File: src/design/dcfm_pkg.sv
// ----------------------------------------------------------------------------
// dcfm_pkg
// Shared types, codes and defaults for the DMA channel fault monitor.
// ----------------------------------------------------------------------------
package dcfm_pkg;

  localparam int unsigned NUM_CHANNELS_DEF = 8;

  localparam logic [31:0] TIMEOUT_MS_RST  = 32'd1000;
  localparam logic [7:0]  ERR_THRESH_RST  = 8'd5;
  localparam logic [3:0]  MAX_RETRIES_RST = 4'd3;
  localparam logic        MON_EN_RST      = 1'b1;

  localparam logic [7:0]  ERR_CNT_MAX     = 8'hFF;

  typedef enum logic [2:0] {
    OP_START    = 3'd0,
    OP_COMPLETE = 3'd1,
    OP_IRQ      = 3'd2,
    OP_SCAN     = 3'd3,
    OP_RESET    = 3'd4
  } op_t;

  typedef enum logic [2:0] {
    ST_OK        = 3'd0,
    ST_INVALID   = 3'd1,
    ST_LOCKED    = 3'd2,
    ST_THRESHOLD = 3'd3,
    ST_RETRIES   = 3'd4,
    ST_TIMEOUT   = 3'd5
  } status_t;

  typedef enum logic [1:0] {
    CFG_TIMEOUT_MS  = 2'd0,
    CFG_ERR_THRESH  = 2'd1,
    CFG_MAX_RETRIES = 2'd2,
    CFG_MON_EN      = 2'd3
  } cfg_idx_t;

  typedef enum logic [1:0] {
    S_IDLE,
    S_EXEC,
    S_SCAN,
    S_DONE
  } seq_state_t;

  // Strobes from the sequencer to the datapath
  typedef struct packed {
    logic ready;   // able to take a new event
    logic exec;    // handle the captured event
    logic scan;    // run one scan step at the current channel index
    logic load;    // move the finished result into the output register
  } seq_ctrl_t;

endpackage

File: src/design/dma_channel_fault_monitor.sv
// ----------------------------------------------------------------------------
// dma_channel_fault_monitor
// Per-channel DMA fault monitor: one event in, one status transfer out.
// ----------------------------------------------------------------------------
// A plain event keeps the block busy through three steps: accept, execute
// and hand-off. Its result is loaded into the output register at the
// hand-off. A timeout scan with monitoring on adds a scan step per channel,
// because one shared elapsed-time compare unit visits the channels one per
// cycle. The hand-off waits while an untaken result still fills the output
// register. The input side is ready again as soon as the result sits in the
// output register, so one finished result may wait while the next event is
// taken. Channel state (last activity, error and retry counts, lock bit) and
// both wrapping totals clear on reset.
module dma_channel_fault_monitor #(
  parameter int unsigned NUM_CHANNELS = dcfm_pkg::NUM_CHANNELS_DEF
) (
  input  logic        clk,
  input  logic        rst_n,
  // Event input
  input  logic        in_tvalid,
  output logic        in_tready,
  input  logic [2:0]  in_tuser,   // [2:0] op
  // [3:0] channel, [4] success, [5] hw_error, [37:6] now_ms,
  // [45:38] active_mask, [47:46] zero
  input  logic [47:0] in_tdata,
  // Result output
  output logic        out_tvalid,
  input  logic        out_tready,
  output logic [2:0]  out_tuser,  // [2:0] status
  // [7:0] stop_mask, [8] restart, [9] channel_safe, [41:10] error total,
  // [73:42] timeout total, [79:74] zero
  output logic [79:0] out_tdata,
  // Configuration writes
  input  logic        cfg_we,
  input  logic [1:0]  cfg_addr,
  input  logic [31:0] cfg_wdata
);

  localparam int unsigned IDX_W = (NUM_CHANNELS > 1) ? $clog2(NUM_CHANNELS) : 1;

  // Configuration
  logic [31:0] timeout_ms_r;
  logic [7:0]  err_thresh_r;
  logic [3:0]  max_retries_r;
  logic        mon_en_r;

  // Captured event
  dcfm_pkg::op_t          op_r;
  logic [3:0]             ch_r;
  logic                   success_r;
  logic                   hw_error_r;
  logic [31:0]            now_r;
  logic [NUM_CHANNELS-1:0] active_r;

  // Channel state
  logic [31:0] last_act_r  [NUM_CHANNELS];
  logic [7:0]  err_cnt_r   [NUM_CHANNELS];
  logic [3:0]  retry_cnt_r [NUM_CHANNELS];
  logic [NUM_CHANNELS-1:0] locked_r;
  logic [31:0] err_total_r;
  logic [31:0] tmo_total_r;

  // Result under construction
  dcfm_pkg::status_t       status_r;
  logic [NUM_CHANNELS-1:0] stop_r;
  logic                    restart_r;
  logic                    out_valid_r;

  dcfm_pkg::seq_ctrl_t ctrl;
  logic [IDX_W-1:0]    scan_idx;
  logic                in_fire;
  logic                out_free;
  logic                scan_go;
  logic                expired;
  logic                ch_valid;
  logic [IDX_W-1:0]    ch_idx;
  logic [7:0]          err_inc;

  assign in_fire   = in_tvalid && in_tready;
  assign in_tready = ctrl.ready;
  assign out_free  = !out_valid_r || out_tready;
  assign scan_go   = (op_r == dcfm_pkg::OP_SCAN) && mon_en_r;
  assign ch_valid  = ({1'b0, ch_r} < 5'(NUM_CHANNELS));
  assign ch_idx    = ch_r[IDX_W-1:0];
  assign err_inc   = (err_cnt_r[ch_idx] == dcfm_pkg::ERR_CNT_MAX) ?
                     dcfm_pkg::ERR_CNT_MAX : err_cnt_r[ch_idx] + 8'd1;

  dcfm_seq #(
    .NUM_CHANNELS(NUM_CHANNELS),
    .IDX_W       (IDX_W)
  ) u_seq (
    .clk     (clk),
    .rst_n   (rst_n),
    .in_fire (in_fire),
    .scan_go (scan_go),
    .out_free(out_free),
    .ctrl    (ctrl),
    .scan_idx(scan_idx)
  );

  dcfm_elapsed u_elapsed (
    .now_ms  (now_r),
    .last_ms (last_act_r[scan_idx]),
    .limit_ms(timeout_ms_r),
    .expired (expired)
  );

  // Configuration registers
  always_ff @(posedge clk) begin
    if (!rst_n) begin
      timeout_ms_r  <= dcfm_pkg::TIMEOUT_MS_RST;
      err_thresh_r  <= dcfm_pkg::ERR_THRESH_RST;
      max_retries_r <= dcfm_pkg::MAX_RETRIES_RST;
      mon_en_r      <= dcfm_pkg::MON_EN_RST;
    end else if (cfg_we) begin
      unique case (dcfm_pkg::cfg_idx_t'(cfg_addr))
        dcfm_pkg::CFG_TIMEOUT_MS:  timeout_ms_r  <= cfg_wdata;
        dcfm_pkg::CFG_ERR_THRESH:  err_thresh_r  <= cfg_wdata[7:0];
        dcfm_pkg::CFG_MAX_RETRIES: max_retries_r <= cfg_wdata[3:0];
        dcfm_pkg::CFG_MON_EN:      mon_en_r      <= cfg_wdata[0];
        default: ;
      endcase
    end
  end

  // Event capture
  always_ff @(posedge clk) begin
    if (in_fire) begin
      op_r       <= dcfm_pkg::op_t'(in_tuser);
      ch_r       <= in_tdata[3:0];
      success_r  <= in_tdata[4];
      hw_error_r <= in_tdata[5];
      now_r      <= in_tdata[37:6];
      active_r   <= in_tdata[38 +: NUM_CHANNELS];
    end
  end

  // Channel state and result build-up
  always_ff @(posedge clk) begin
    if (!rst_n) begin
      for (int i = 0; i < NUM_CHANNELS; i++) begin
        last_act_r[i]  <= '0;
        err_cnt_r[i]   <= '0;
        retry_cnt_r[i] <= '0;
      end
      locked_r    <= '0;
      err_total_r <= '0;
      tmo_total_r <= '0;
    end else if (ctrl.exec) begin
      stop_r <= '0;
      unique case (op_r)
        dcfm_pkg::OP_START: begin
          restart_r <= 1'b0;
          if (!ch_valid) begin
            status_r <= dcfm_pkg::ST_INVALID;
          end else if (locked_r[ch_idx]) begin
            status_r <= dcfm_pkg::ST_LOCKED;
          end else begin
            status_r           <= dcfm_pkg::ST_OK;
            last_act_r[ch_idx] <= now_r;
          end
        end
        dcfm_pkg::OP_COMPLETE: begin
          restart_r <= 1'b0;
          if (!ch_valid) begin
            status_r <= dcfm_pkg::ST_INVALID;
          end else if (!success_r) begin
            err_cnt_r[ch_idx] <= err_inc;
            err_total_r       <= err_total_r + 32'd1;
            if (err_inc >= err_thresh_r) begin
              locked_r[ch_idx] <= 1'b1;
              status_r         <= dcfm_pkg::ST_THRESHOLD;
            end else begin
              status_r <= dcfm_pkg::ST_OK;
            end
          end else begin
            status_r <= dcfm_pkg::ST_OK;
          end
        end
        dcfm_pkg::OP_IRQ: begin
          if (!ch_valid) begin
            status_r  <= dcfm_pkg::ST_INVALID;
            restart_r <= 1'b0;
          end else begin
            last_act_r[ch_idx] <= now_r;
            if (hw_error_r) begin
              err_cnt_r[ch_idx] <= err_inc;
              err_total_r       <= err_total_r + 32'd1;
              if (err_inc >= err_thresh_r) begin
                locked_r[ch_idx] <= 1'b1;
                status_r         <= dcfm_pkg::ST_THRESHOLD;
                restart_r        <= 1'b0;
              end else if (retry_cnt_r[ch_idx] < max_retries_r) begin
                retry_cnt_r[ch_idx] <= retry_cnt_r[ch_idx] + 4'd1;
                status_r            <= dcfm_pkg::ST_OK;
                restart_r           <= 1'b1;
              end else begin
                status_r  <= dcfm_pkg::ST_RETRIES;
                restart_r <= 1'b0;
              end
            end else begin
              retry_cnt_r[ch_idx] <= '0;
              status_r            <= dcfm_pkg::ST_OK;
              restart_r           <= 1'b0;
            end
          end
        end
        dcfm_pkg::OP_RESET: begin
          restart_r <= 1'b0;
          if (!ch_valid) begin
            status_r <= dcfm_pkg::ST_INVALID;
          end else begin
            status_r            <= dcfm_pkg::ST_OK;
            last_act_r[ch_idx]  <= '0;
            err_cnt_r[ch_idx]   <= '0;
            retry_cnt_r[ch_idx] <= '0;
            locked_r[ch_idx]    <= 1'b0;
          end
        end
        default: begin
          // scan work runs in the sequencer's scan steps
          status_r  <= dcfm_pkg::ST_OK;
          restart_r <= 1'b0;
        end
      endcase
    end else if (ctrl.scan) begin
      // Stop an active channel whose time has run out and restart its clock
      if (active_r[scan_idx] && expired) begin
        tmo_total_r          <= tmo_total_r + 32'd1;
        stop_r[scan_idx]     <= 1'b1;
        last_act_r[scan_idx] <= now_r;
        status_r             <= dcfm_pkg::ST_TIMEOUT;
      end
    end
  end

  // Output register
  always_ff @(posedge clk) begin
    if (!rst_n) begin
      out_valid_r <= 1'b0;
    end else if (ctrl.load) begin
      out_valid_r <= 1'b1;
    end else if (out_tready) begin
      out_valid_r <= 1'b0;
    end
  end

  always_ff @(posedge clk) begin
    if (ctrl.load) begin
      out_tuser <= status_r;
      out_tdata <= {6'd0, tmo_total_r, err_total_r,
                    ch_valid && !locked_r[ch_idx], restart_r, 8'(stop_r)};
    end
  end

  assign out_tvalid = out_valid_r;

  // A taken event keeps the input closed on the next cycle
  a_busy_after_accept: assert property (@(posedge clk) disable iff (!rst_n)
    in_fire |=> !in_tready)
    else $error("input ready right after an accepted event");

  // Stopped channels only come with a timeout status
  a_stop_means_timeout: assert property (@(posedge clk) disable iff (!rst_n)
    out_tvalid && (out_tdata[7:0] != 8'd0) |-> out_tuser == dcfm_pkg::ST_TIMEOUT)
    else $error("stop mask set without timeout status");

  // A restart request only comes with an ok status
  a_restart_ok: assert property (@(posedge clk) disable iff (!rst_n)
    out_tvalid && out_tdata[8] |-> (out_tuser == dcfm_pkg::ST_OK))
    else $error("restart requested with non-ok status");

endmodule

File: src/design/dcfm_elapsed.sv
// ----------------------------------------------------------------------------
// dcfm_elapsed
// Shared elapsed-time unit: wrapping subtract and compare against the limit.
// ----------------------------------------------------------------------------
module dcfm_elapsed (
  input  logic [31:0] now_ms,
  input  logic [31:0] last_ms,
  input  logic [31:0] limit_ms,
  output logic        expired
);

  logic [31:0] elapsed;

  // Modulo 2^32 difference
  assign elapsed = now_ms - last_ms;
  assign expired = (elapsed >= limit_ms);

endmodule

File: src/design/dcfm_seq.sv
// ----------------------------------------------------------------------------
// dcfm_seq
// Event sequencer: capture, execute, step the scan over channels, hand off.
// ----------------------------------------------------------------------------
module dcfm_seq #(
  parameter int unsigned NUM_CHANNELS = dcfm_pkg::NUM_CHANNELS_DEF,
  parameter int unsigned IDX_W        = (NUM_CHANNELS > 1) ? $clog2(NUM_CHANNELS) : 1
) (
  input  logic                clk,
  input  logic                rst_n,
  input  logic                in_fire,
  input  logic                scan_go,
  input  logic                out_free,
  output dcfm_pkg::seq_ctrl_t ctrl,
  output logic [IDX_W-1:0]    scan_idx
);

  localparam logic [IDX_W-1:0] LAST_IDX = IDX_W'(NUM_CHANNELS - 1);

  dcfm_pkg::seq_state_t state_r, state_nxt;
  logic [IDX_W-1:0]     idx_r, idx_nxt;

  always_comb begin
    state_nxt = state_r;
    unique case (state_r)
      dcfm_pkg::S_IDLE: if (in_fire) state_nxt = dcfm_pkg::S_EXEC;
      dcfm_pkg::S_EXEC: state_nxt = scan_go ? dcfm_pkg::S_SCAN : dcfm_pkg::S_DONE;
      dcfm_pkg::S_SCAN: if (idx_r == LAST_IDX) state_nxt = dcfm_pkg::S_DONE;
      dcfm_pkg::S_DONE: if (out_free) state_nxt = dcfm_pkg::S_IDLE;
      default:          state_nxt = dcfm_pkg::S_IDLE;
    endcase
  end

  always_comb begin
    idx_nxt = idx_r;
    if (state_r == dcfm_pkg::S_EXEC) begin
      idx_nxt = '0;
    end else if (state_r == dcfm_pkg::S_SCAN && idx_r != LAST_IDX) begin
      idx_nxt = idx_r + 1'b1;
    end
  end

  always_comb begin
    ctrl.ready = (state_r == dcfm_pkg::S_IDLE);
    ctrl.exec  = (state_r == dcfm_pkg::S_EXEC);
    ctrl.scan  = (state_r == dcfm_pkg::S_SCAN);
    ctrl.load  = (state_r == dcfm_pkg::S_DONE) && out_free;
  end

  assign scan_idx = idx_r;

  always_ff @(posedge clk) begin
    if (!rst_n) begin
      state_r <= dcfm_pkg::S_IDLE;
      idx_r   <= '0;
    end else begin
      state_r <= state_nxt;
      idx_r   <= idx_nxt;
    end
  end

endmodule
File: config.mk
export PLATFORM = sky130hd
export DESIGN_NAME = dma_channel_fault_monitor
export DESIGN_NICKNAME = d
export VERILOG_FILES = /design/src/design/dcfm_pkg.sv /design/src/design/dma_channel_fault_monitor.sv /design/src/design/dcfm_elapsed.sv /design/src/design/dcfm_seq.sv
export SDC_FILE = /design/constraint.sdc
export NUM_CORES = 1
export LEC_CHECK = 0
export BUFFER_PORTS_ARGS = -buffer_cell sky130_fd_sc_hd__buf_2
export CORE_AREA = 3 3 480 244
export CTS_CLUSTER_SIZE = 25
export DETAILED_ROUTE_END_ITERATION = 8
export DIE_AREA = 0 0 483 247
export GPL_ROUTABILITY_DRIVEN = 1
export PLACE_DENSITY = 0.44
export SYNTH_ARGS = -nofsm -noshare
export SYNTH_HDL_FRONTEND = slang
export SYNTH_HIERARCHICAL = 1
export SYNTH_SLANG_ARGS = --single-unit
File: constraint.sdc
create_clock -name clk -period 16.01 [get_ports clk]
set_input_delay 1.601 -clock clk [delete_from_list [all_inputs] [get_ports clk]]
set_output_delay 1.601 -clock clk [all_outputs]
set_load 0.005 [all_outputs]
# After elaboration in Yosys (flattened, before gate mapping)
# Memories as Yosys holds them, arrays and structs flattened. A register that Yosys moved wholly into a read port is not among the register bits.
# Cells that the tools add are included.
[totals] reg_bits=261 mem_bits_rw=352 input_bits=90 output_inout_bits=85 elab_cells=218 n_memories=3
[op_classes] n_addsub=6 order_cmp=8 eq_ne=21 muxes=113 n_bitwise=12 reduce_logical=34
[mem_list] memory="last_act_r" words=8 width=32 rd=1 rd_ports_with_merged_regs=1 wr=8 line_no="dma_channel_fault_monitor.sv:56" source="logic [31:0] last_act_r [NUM_CHANNELS];"
[mem_list] memory="err_cnt_r" words=8 width=8 rd=1 rd_ports_with_merged_regs=1 wr=8 line_no="dma_channel_fault_monitor.sv:57" source="logic [7:0] err_cnt_r [NUM_CHANNELS];"
[mem_list] memory="retry_cnt_r" words=8 width=4 rd=1 rd_ports_with_merged_regs=1 wr=8 line_no="dma_channel_fault_monitor.sv:58" source="logic [3:0] retry_cnt_r [NUM_CHANNELS];"
[op_table] op="32-bit 2-to-1 mux" count=8
[op_table] op="8-bit 2-to-1 mux" count=12
[op_table] op="32-bit by 1-bit adder with 32-bit output (second input constant)" count=2
[op_table] op="32-bit one-hot mux with 2 select lines" count=1
[op_table] op="32-bit OR reduction" count=2
[op_table] op="1-bit 2-to-1 mux" count=59
[op_table] op="3-bit 2-to-1 mux" count=17
[op_table] op="32-bit >= comparator" count=1
[op_table] op="32-bit subtractor" count=1
[op_table] op="8-bit one-hot mux with 3 select lines" count=1
[op_table] op="8-bit bitwise OR" count=2
[op_table] op="2-bit 2-to-1 mux" count=6
[op_table] op="4-bit 2-to-1 mux" count=3
[op_table] op="3-bit one-hot mux with 4 select lines" count=1
[op_table] op="2-bit inequality test (second input constant)" count=5
[op_table] op="2-bit AND reduction" count=5
[op_table] op="3-bit AND reduction" count=3
[op_table] op="8-bit by 1-bit adder with 8-bit output (second input constant)" count=1
[op_table] op="8-bit AND" count=1
[op_table] op="2-bit == test (second input constant)" count=4
[op_table] op="8-bit == test (second input constant)" count=1
[op_table] op="8-bit >= comparator" count=1
[op_table] op="1-bit logical AND" count=8
[op_table] op="3-bit by 4-bit less-than comparator with 1-bit output (second input constant)" count=2
[op_table] op="other kinds (28)" count=47

# Longest topological paths before layout
# Gate-level depths: netlist (run 1).
[depth] word_depth=14 ltp_mapped=32 ltp_nobuf=28

# Hierarchy
# Netlist (run 1), hierarchy kept.
[by_module_without_submodules] mod="dma_channel_fault_monitor" n_inst=1 cells_each=1988 area_each_um2=25301.8 seq_area_each_um2=17136.4
[by_module_without_submodules] mod="dcfm_elapsed" n_inst=1 cells_each=382 area_each_um2=2606.2 seq_area_each_um2=0.0
[by_module_without_submodules] mod="dcfm_seq" n_inst=1 cells_each=34 area_each_um2=326.6 seq_area_each_um2=100.1

# Worst setup path after synthesis (run 1)
# OpenSTA, ideal clock, no wires.
[synth_path] kind="register to register" from="register u_seq.idx_r[0], in the netlist u_seq/scan_idx[0]" to="memory last_act_r[0][0] (enable)" setup_ps=389 arrival_time_ps=6994 required_time_ps=15621 slack_ps=8626 stages_incl_launch_ff=33 path_buffers=5 synth_period_minus_slack_ps=7384 cell_sequence="dfxtp_1 > clkbuf_1 > buf_1 > nand2_1 > nor2_1 > clkbuf_1 > buf_2 > a22oi_1 > nand4_1 > inv_1 > ha_1 > and4_4 > o2bb2ai_2 > a21oi_2 > o21a_1 > o41a_1 > o31ai_1 > xor2_1 > ha_1 > a21o_1 > a21o_1 > a21oi_1 > o21ai_0 > or3_1 > a21oi_1 > nor3_1 > nand2_1 > a31oi_1 > nand3_4 > nor3_4 > a22oi_4 > buf_6 > nand2_1"
[synth_lines] item="start, declared" line_no="dcfm_seq.sv:21" source="logic [IDX_W-1:0] idx_r, idx_nxt;"
[synth_lines] item="start signal, assigned" line_no="dcfm_seq.sv:58" source="idx_r <= idx_nxt;"
[synth_lines] item="end, declared" line_no="dma_channel_fault_monitor.sv:56"

==> results list, run 1 <==
- Rel. slew slack: 26.6%
- Beginning of the worst register-to-register path: u_seq/scan_idx[0]
* Primary flip-flop cell chosen by synthesis mapping: sky130_fd_sc_hd__edfxtp_1
* Setup slack after placement: between 6 and 7 ns
- Capturing element type of the critical path: flop
- Registers take roughly 17000 um2.
* Core Footprint: about 110000 um2
- In this run, post-CTS hold repair placed 0 buffers.
- For the pin with the worst max-slew slack, the measured transition is about 1.1 ns.
- DP Area: 30600 um2
- Clk network pwr share: between 30% and 40%
* Final routed wirelength across all metal layers: roughly 84000 um
* Seq pwr share: between 40% and 50%
- Fraction of power consumed by combinational cells: roughly a quarter
- H-tree depth: 2
- Worst-case reg-to-reg path depth: 30
- The die is around 250 um tall.
* Die X-Extent: around 480 um
- The tree is rooted in a sky130_fd_sc_hd__clkbuf_16.
* Design Power: between 4 and 5 mW
- After the first detailed-routing iteration, the DRC count stood at between 1k and 1.5k.
* Final Skew: about 0.03 ns
- Proportion of synthesized chip area in sequential cells: between 60% and 70%
* Clk_lat worst skew: about 0.66 ns
- TritonCTS built the clock tree.
- Cell with the largest stage delay on the worst path: sky130_fd_sc_hd__nand2_1
- Yosys printed 6 warnings.
* Final-report hold violation count: 0
- The most numerous cell type found on the critical path is sky130_fd_sc_hd__buf_4.
- Global-route wire length before repair: ~120000 um
* Vias after detailed routing: about 19k
* Hold Path Cell Cnt: 0
- Worst hold-check path type: reg -> reg
- Number of flip-flops and latches in the synthesized netlist: between 600 and 700
- The initial antenna violation count came to 2.
- Via/cell ratio: ~4.6
* Fraction of power spent switching nets: a little under a third
- The worst setup path is of the reg -> reg kind.
- Clk sinks: approximately 600
* NetSw: 1.34 mW
* Capture endpoint of the worst hold path: out_tuser[1]
- The worst path uses 59.9% of the clock period.
* Worst voltage drop across the vdd grid: between 0.00007 and 0.00008 V
- Worst hold start: status_r[1]
- Of all nets on the critical path, the largest fanout is 33.
* Total CTS buffers: ~60
- GRT Residual Overflow: 0
- Critical path data required time: 16.31 ns
- Clk buf depth: 3
* Total global-route track usage: approximately 14%
- Post-layout nets: about 2.7k
- Subtracting the final worst setup slack from the clock period gives between 9 and 10 ns.
- Once the floorplan was initialized, standard cells occupied 25.0% of the core.
* Finish-stage setup viols: 0
- Power spread over the standard cell area amounts to approximately 130 nW/um2.
- Number of maximum-capacitance violations: 0
* CP Launch Type: flop
- After floorplanning, the core was divided into just under 90 placement rows.
* Maximum single-stage delay on the critical path: 0.79 ns
* R2r setup slk: around 6.4 ns
- Summed over all nets, the half-perimeter wirelength after detailed placement is approximately 54000 um.
- Setup slack on the critical path of the routed design comes to 6.41 ns.
* Number of buffers inserted by port buffering: roughly 170
- The number of different library cells used by synthesis comes to 84.
- I/O pin total: between 150 and 200
* Drt pass-1 iters: 5
- Post-CTS Repair Setup Buffers: 0
- At the worst endpoint, the arrival time is slightly below 10 ns.
- Area growth from synthesis to layout: 15.3%
- Clock slew at reported path FFs: roughly 0.07 ns
* Total internal power: 3.00 mW
- Async set or reset register ratio after synthesis: 0%
- In the final layout, the multi-input gates occupy 9910 um2.
- Via count of the first global-routing pass: about 19k
- Outcome: finished clean
* Routed Antenna Nets: 0
- Summed over all cells, the static leakage comes to ~12 nW.
- The post-route netlist has between 15 and 20% of its cells at a drive strength greater than 1.
- Derived from the worst setup path, the maximum achievable clock frequency is 104 MHz.
- Largest net degree at the start of global routing: 85
- Routed length per instance: between 20 and 25 um
- Setup TNS: 0 ns
- In the synthesized netlist, the number of instances is about 2.4k.
* Number of max-slew violations in the final report: 0
- The number of gates resized after CTS was 0.
* Residual DRC count: 0
- Die Footprint: approximately 120000 um2
* Number of enable flip-flop cells after synthesis: about 500
* RSZ-0062 raised after global routing: no
- Average cell area after synthesis: around 12 um2
- Fill cells in the final layout number between 10k and 15k.
- The endpoint identified for the worst register-to-register timing path is last_act_r[3][30].
- Post-synthesis instance area: about 28000 um2
- Once layout is done, the placed cells without fillers occupy about 33000 um2.
- Final Wtd Congestion: about 0.76
==> worst max path at each step <==
stage                      start           endpoint  slack (ns)  cells past startpoint
3_5_place_dp   u_seq/scan_idx[0]   last_act_r[3][2]        6.39                     30
3_3_place_gp   u_seq/scan_idx[0]  last_act_r[3][30]        6.41                     30
6_report       u_seq/scan_idx[0]  last_act_r[3][30]        6.41                     30
2_1_floorplan  u_seq/scan_idx[0]   last_act_r[0][0]        8.63                     32
4_1_cts        u_seq/scan_idx[0]   last_act_r[3][2]        6.35                     30
5_1_grt        u_seq/scan_idx[0]   last_act_r[3][2]        5.71                     30
==> registers in the layout (all words and copies together) (netlist names), named ones only <==
signal          flops
u_seq/scan_idx      3
ch_r                4
u_seq/state_r       2
restart_r           1
success_r           1
op_r                3
out_tvalid          1
retry_cnt_r        32
mon_en_r            1
err_thresh_r        8
now_r              32
hw_error_r          1
out_tuser           3
err_total_r        32
timeout_ms_r       32
err_cnt_r          64
max_retries_r       4
last_act_r        256
out_tdata          74
stop_r              8
status_r            3
tmo_total_r        32
active_r            8
==> cells by family after synthesis <==
family	Yosys count	share of synthesized area, %
AOI/OAI and AO/OA	360	9.14
xor gates and xnor gates	81	2.51
buffers and inverters	241	4.04
other	1	0.0133
muxes	95	4.84
and+or+nand+nor	925	14.6
adders and majority gates	85	3.79
DFF	616	61.0
==> cells in the mapped netlist, types with 8 or more instances <==
cell	n	share of area [%]
sky130_fd_sc_hd__edfxtp_1	490	52
sky130_fd_sc_hd__nor2_1	453	6.0
sky130_fd_sc_hd__nand2_1	213	2.8
sky130_fd_sc_hd__dfxtp_1	126	8.9
sky130_fd_sc_hd__inv_1	108	1.4
sky130_fd_sc_hd__a21oi_1	96	1.7
sky130_fd_sc_hd__a22oi_1	84	2.2
sky130_fd_sc_hd__ha_1	84	3.7
sky130_fd_sc_hd__clkbuf_1	70	0.93
sky130_fd_sc_hd__nand3_1	52	0.92
sky130_fd_sc_hd__o21ai_0	52	0.92
sky130_fd_sc_hd__xnor2_1	52	1.6
sky130_fd_sc_hd__mux2i_1	44	1.6
sky130_fd_sc_hd__nand4_1	43	0.95
sky130_fd_sc_hd__nor3_1	38	0.67
sky130_fd_sc_hd__mux4_2	31	2.5
sky130_fd_sc_hd__a21o_1	29	0.77
sky130_fd_sc_hd__xor2_1	29	0.90
sky130_fd_sc_hd__buf_6	24	0.96
sky130_fd_sc_hd__mux2_2	19	0.76
sky130_fd_sc_hd__nand2b_1	17	0.38
sky130_fd_sc_hd__buf_1	15	0.20
sky130_fd_sc_hd__nor4_1	15	0.33
sky130_fd_sc_hd__and3_1	14	0.31
sky130_fd_sc_hd__or3_1	13	0.29
sky130_fd_sc_hd__nor2b_1	12	0.27
sky130_fd_sc_hd__buf_2	11	0.19
sky130_fd_sc_hd__buf_4	11	0.29
sky130_fd_sc_hd__a221oi_1	9	0.28
sky130_fd_sc_hd__a22oi_4	9	0.68
sky130_fd_sc_hd__nand3b_1	9	0.24
sky130_fd_sc_hd__a22o_1	8	0.25
sky130_fd_sc_hd__a32o_1	8	0.28
sky130_fd_sc_hd__and2_1	8	0.18
sky130_fd_sc_hd__o221ai_1	8	0.25
==> area by class of cell <==
| class | instances | share of cell area, % |
|---|---|---|
| Sequential cell | 616 | 52.9 |
| Multi-Input combinational cell | 1552 | 30.4 |
| Tap cell | 1513 | 5.81 |
| Clock buffer | 89 | 5.23 |
| Timing Repair Buffer | 208 | 3.52 |
| Inverter | 110 | 1.27 |
| Clock inverter | 23 | 0.772 |
| Antenna cell | 1 | 0.00769 |
==> worst max-delay path: cells and delay by family, from the launching register on <==
kind	cells	cell delay, ns
AND/OR/NAND/NOR	13	3.90
AO/OA/AOI/OAI	9	2.19
buffers and inverters	5	1.81
adder cells (fa/ha/maj)	3	0.94
flip-flops	1	0.31
==> power groups by stage <==
stage	logic [mW]	registers, mW	clock network (mW)
2_1_floorplan	0.721	1.89	0
3_3_place_gp	1.02	1.92	0
3_5_place_dp	1.03	1.92	0
4_1_cts	1.04	1.89	1.48
5_1_grt	1.14	1.89	1.54
6_report	1.02	1.88	1.43
==> placed cells by master (no fill, tap or decap), types with 17 or more instances in the layout <==
cell                        synthesis  final
sky130_fd_sc_hd__edfxtp_1         490    490
sky130_fd_sc_hd__nor2_1           453    452
sky130_fd_sc_hd__nand2_1          213    211
sky130_fd_sc_hd__buf_2             11    166
sky130_fd_sc_hd__dfxtp_1          126    126
sky130_fd_sc_hd__inv_1            108    107
sky130_fd_sc_hd__a21oi_1           96     96
sky130_fd_sc_hd__a22oi_1           84     84
sky130_fd_sc_hd__ha_1              84     84
sky130_fd_sc_hd__clkbuf_16          0     61
sky130_fd_sc_hd__nand3_1           52     52
sky130_fd_sc_hd__xnor2_1           52     52
sky130_fd_sc_hd__o21ai_0           52     46
sky130_fd_sc_hd__mux2i_1           44     44
sky130_fd_sc_hd__nand4_1           43     43
sky130_fd_sc_hd__buf_4             11     42
sky130_fd_sc_hd__nor3_1            38     37
sky130_fd_sc_hd__mux4_2            31     31
sky130_fd_sc_hd__a21o_1            29     29
sky130_fd_sc_hd__xor2_1            29     29
sky130_fd_sc_hd__mux2_2            19     19
sky130_fd_sc_hd__clkbuf_1          70     19
sky130_fd_sc_hd__nand2b_1          17     17
==> metal layers <==
layer,share of wire (%),vias up,GRT usage (%)
met5,0,-,0
met2,49,401,24.1
met1,44,9592,18.1
met4,2.4,0,3.83
met3,4.1,97,1.69
li1,-,8981,-
==> stage by stage <==
step                instances  utilization, %  hold slack [ns]
detailed placement       3999            27.1            0.424
floorplan                2409               -            0.400
CTS                      4111            28.9            0.422
finish                   4112            28.9            0.421
global placement         3999            27.1            0.405
global route             4112            28.9            0.447
Power figures use the tool's default switching activity.
==> run 2: changes to the inputs <==
==> constraint.sdc (replaced) <==
create_clock -name clk -period 9.7 [get_ports clk]
set_input_delay 0.97 -clock clk [delete_from_list [all_inputs] [get_ports clk]]
set_output_delay 0.97 -clock clk [all_outputs]
set_load 0.005 [all_outputs]
==> run 2 against run 1 <==
Compared with the run above:
- critical path depth decreased by 2
- clock-buffer cell count increased by 3
- non-clock buffer count increased by 13
- first-iteration DRC count increased by 6.1%
- critical endpoint is now last_act_r[6][14]
- sequential power increased by 65%
- fmax increased by 13%
==> results list, run 2 (synthesis gave the netlist of run 1 again) <==
- Buffers inserted during clock tree synthesis total 66.
* GRT Residual Overflow: 0
* Post-CTS Repair Setup Buffers: 0
* Worst-case hold slack: 0.419 ns
* Drt pass-1 iters: 5
* Fillers: between 10k and 15k
- After layout, the minimum clock period comes to around 8.5 ns.
- Clock skew on the completed layout was measured at 0.0267 ns.
- The worst setup path is launched from a flop.
* Cell row count: 87
- Number of antenna violations at the first check in global routing: 5
- Number of buffers added to fix hold violations after cts: 0
* Largest net degree at the start of global routing: 85
- For met3 alone, demand over resource in global routing was between 2 and 2.5%.
* Root Driver: sky130_fd_sc_hd__clkbuf_16
* Most frequent standard cell in the layout excluding fill and tap cells: sky130_fd_sc_hd__edfxtp_1
- Global Route met2 Usage: between 20% and 30%
* Die Footprint: around 120000 um2
* H-tree depth: 3
* Global-route wire length before repair: 127000 um
- The core region is 113000 um2.
- Data on the critical path arrives at its endpoint at 8.79 ns.
- Starting density of the core: between 20% and 30%
- Critical Path Fanout Max: 32
- Critical path data required time: 9.96 ns
- Total global-route track usage: 14.2%
- Final instance count without filler cells: approximately 4.1k
- Biggest regs: last_act_r x256, out_tdata x74, err_cnt_r x64
- For this design the ratio of total power to cell area is around 220 nW/um2.
- The layer flagged by global routing as most heavily used is met2.
- Once detail routing completed, the nets flagged for antenna violations numbered 0.
* Number of flip-flops under the largest register name: around 260
- Clock-pin slew was measured on the worst setup and hold paths at about 0.060 ns.
* Final Wtd Congestion: roughly 0.8
- Setup TNS: 0 ns
- The routed design has 85500 um of wire.
- For this design, the slowest cell found on the critical path is sky130_fd_sc_hd__nor2b_2.
- Worst voltage drop across the vdd grid: 0.000111 V
- The path class of the tightest hold or removal check is reg -> reg.
- CP Class: reg -> reg
* Slew at the pin closest to its max-slew limit: approximately 1.1 ns
- Summed over all nets, the half-perimeter wirelength after detailed placement is 56000 um.
- Relative to the synthesized area, the layout overhead comes to 16.5%.
- Clk buf depth: 3
- Fraction of layout cells with a size suffix above 1: 15.5%
- For this run, design rule violations remaining after detail routing come to 0.
- The later pin in the worst-skew pair is clocked with a latency of ~0.64 ns.
- Outcome: finished clean
- Leak pwr: ~12 nW
- TritonCTS built the clock tree.
- Number of maximum-capacitance violations: 0
- The number of pins exceeding their max-slew limit in the final report came to 0.
- Post-layout nets: roughly 2.7k
* Most flops, register: last_act_r
* Critical path's most frequent cell: sky130_fd_sc_hd__buf_4
- Clk sinks: 616
- Via/cell ratio: roughly 4.6
- Final period utilization: 87.8%
* Design Power: roughly 7.4 mW
- After clock tree synthesis, the repair step resized 0 gates.
* Vias after detailed routing: 19.2k
* RSZ-0062 raised after global routing: no
* Chip height: 247 um
* Die X-Extent: ~480 um
- Setup violations remaining at the end of the flow were counted as 0.
* Post-Place Cells: between 4k and 5k
- Via count of the first global-routing pass: 19.3k
- For this block, the initial DRC count from the detailed router was 1428.
* Final-report hold violation count: 0
* Highest attainable clock frequency: approximately 120 MHz
- The worst setup path is captured at a flop.
- Most frequent cells in the layout: 490 x sky130_fd_sc_hd__edfxtp_1, 452 x sky130_fd_sc_hd__nor2_1, 211 x sky130_fd_sc_hd__nand2_1
- During I/O placement, the number of pins put on the boundary was 175.
- Rel. slew slack: 28.5%
- Dividing the detail-routed wire length by the instance count gives 20.7 um.
* Number of buffers inserted by port buffering: between 150 and 200
- Maximum single-stage delay on the critical path: 0.89 ns
- For met1 alone, demand over resource in global routing was a little under a fifth.
run 2: routing by layer:
metal  part of all wire (%)  vias up
li1                       -     9021
met1                     44     9599
met2                     49      427
met3                    4.1      126
met4                    2.3        0
met5                      0        -
run 2: area by class of cell:
cell class	count	area [um2]	share of cell area, %
Sequential cell	616	17200	52.4
Multi-Input combinational cell	1552	9910	30.1
Tap cell	1513	1890	5.75
Clock buffer	92	1840	5.60
Timing Repair Buffer	221	1310	3.97
Inverter	110	414	1.26
Clock inverter	27	299	0.909
Antenna cell	1	2.50	0.00761
run 2: critical path: cells and delay by family, from the launching register on:
family	cells	cell delay [ns]
simple gates	12	3.23
fa+ha+maj	2	0.67
buf+inv	4	1.21
compound gates	10	2.43
flops	1	0.57
run 2: stage by stage:
| stage | instance area (um2) | util, % | setup WS, ns |
|---|---|---|---|
| global route | 32900 | 29.2 | 0.722 |
| finish | 32900 | 29.2 | 1.18 |
| floorplan | 28300 | - | 2.32 |
| global placement | 30800 | 27.3 | 1.39 |
| detailed placement | 30800 | 27.3 | 1.37 |
| CTS | 32900 | 29.2 | 1.33 |
run 2: final timing paths:
kind | start | end | slack (ns) | cells after the start
worst min register to register | status_r[1] | out_tuser[1] | 0.42 | 0
worst max register to register | u_seq/scan_idx[1] | last_act_r[6][14] | 1.18 | 28
worst max-delay path | u_seq/scan_idx[1] | last_act_r[6][14] | 1.18 | 28
worst min-delay path | status_r[1] | out_tuser[1] | 0.42 | 0
run 2: power by group:
| part | leakage [nW] | total [mW] | internal, mW | switching, mW |
|---|---|---|---|---|
| registers | 5.94 | 3.11 | 3.02 | 0.0915 |
| logic | 5.06 | 1.70 | 0.626 | 1.08 |
| clock network | 1.03 | 2.55 | 1.47 | 1.08 |
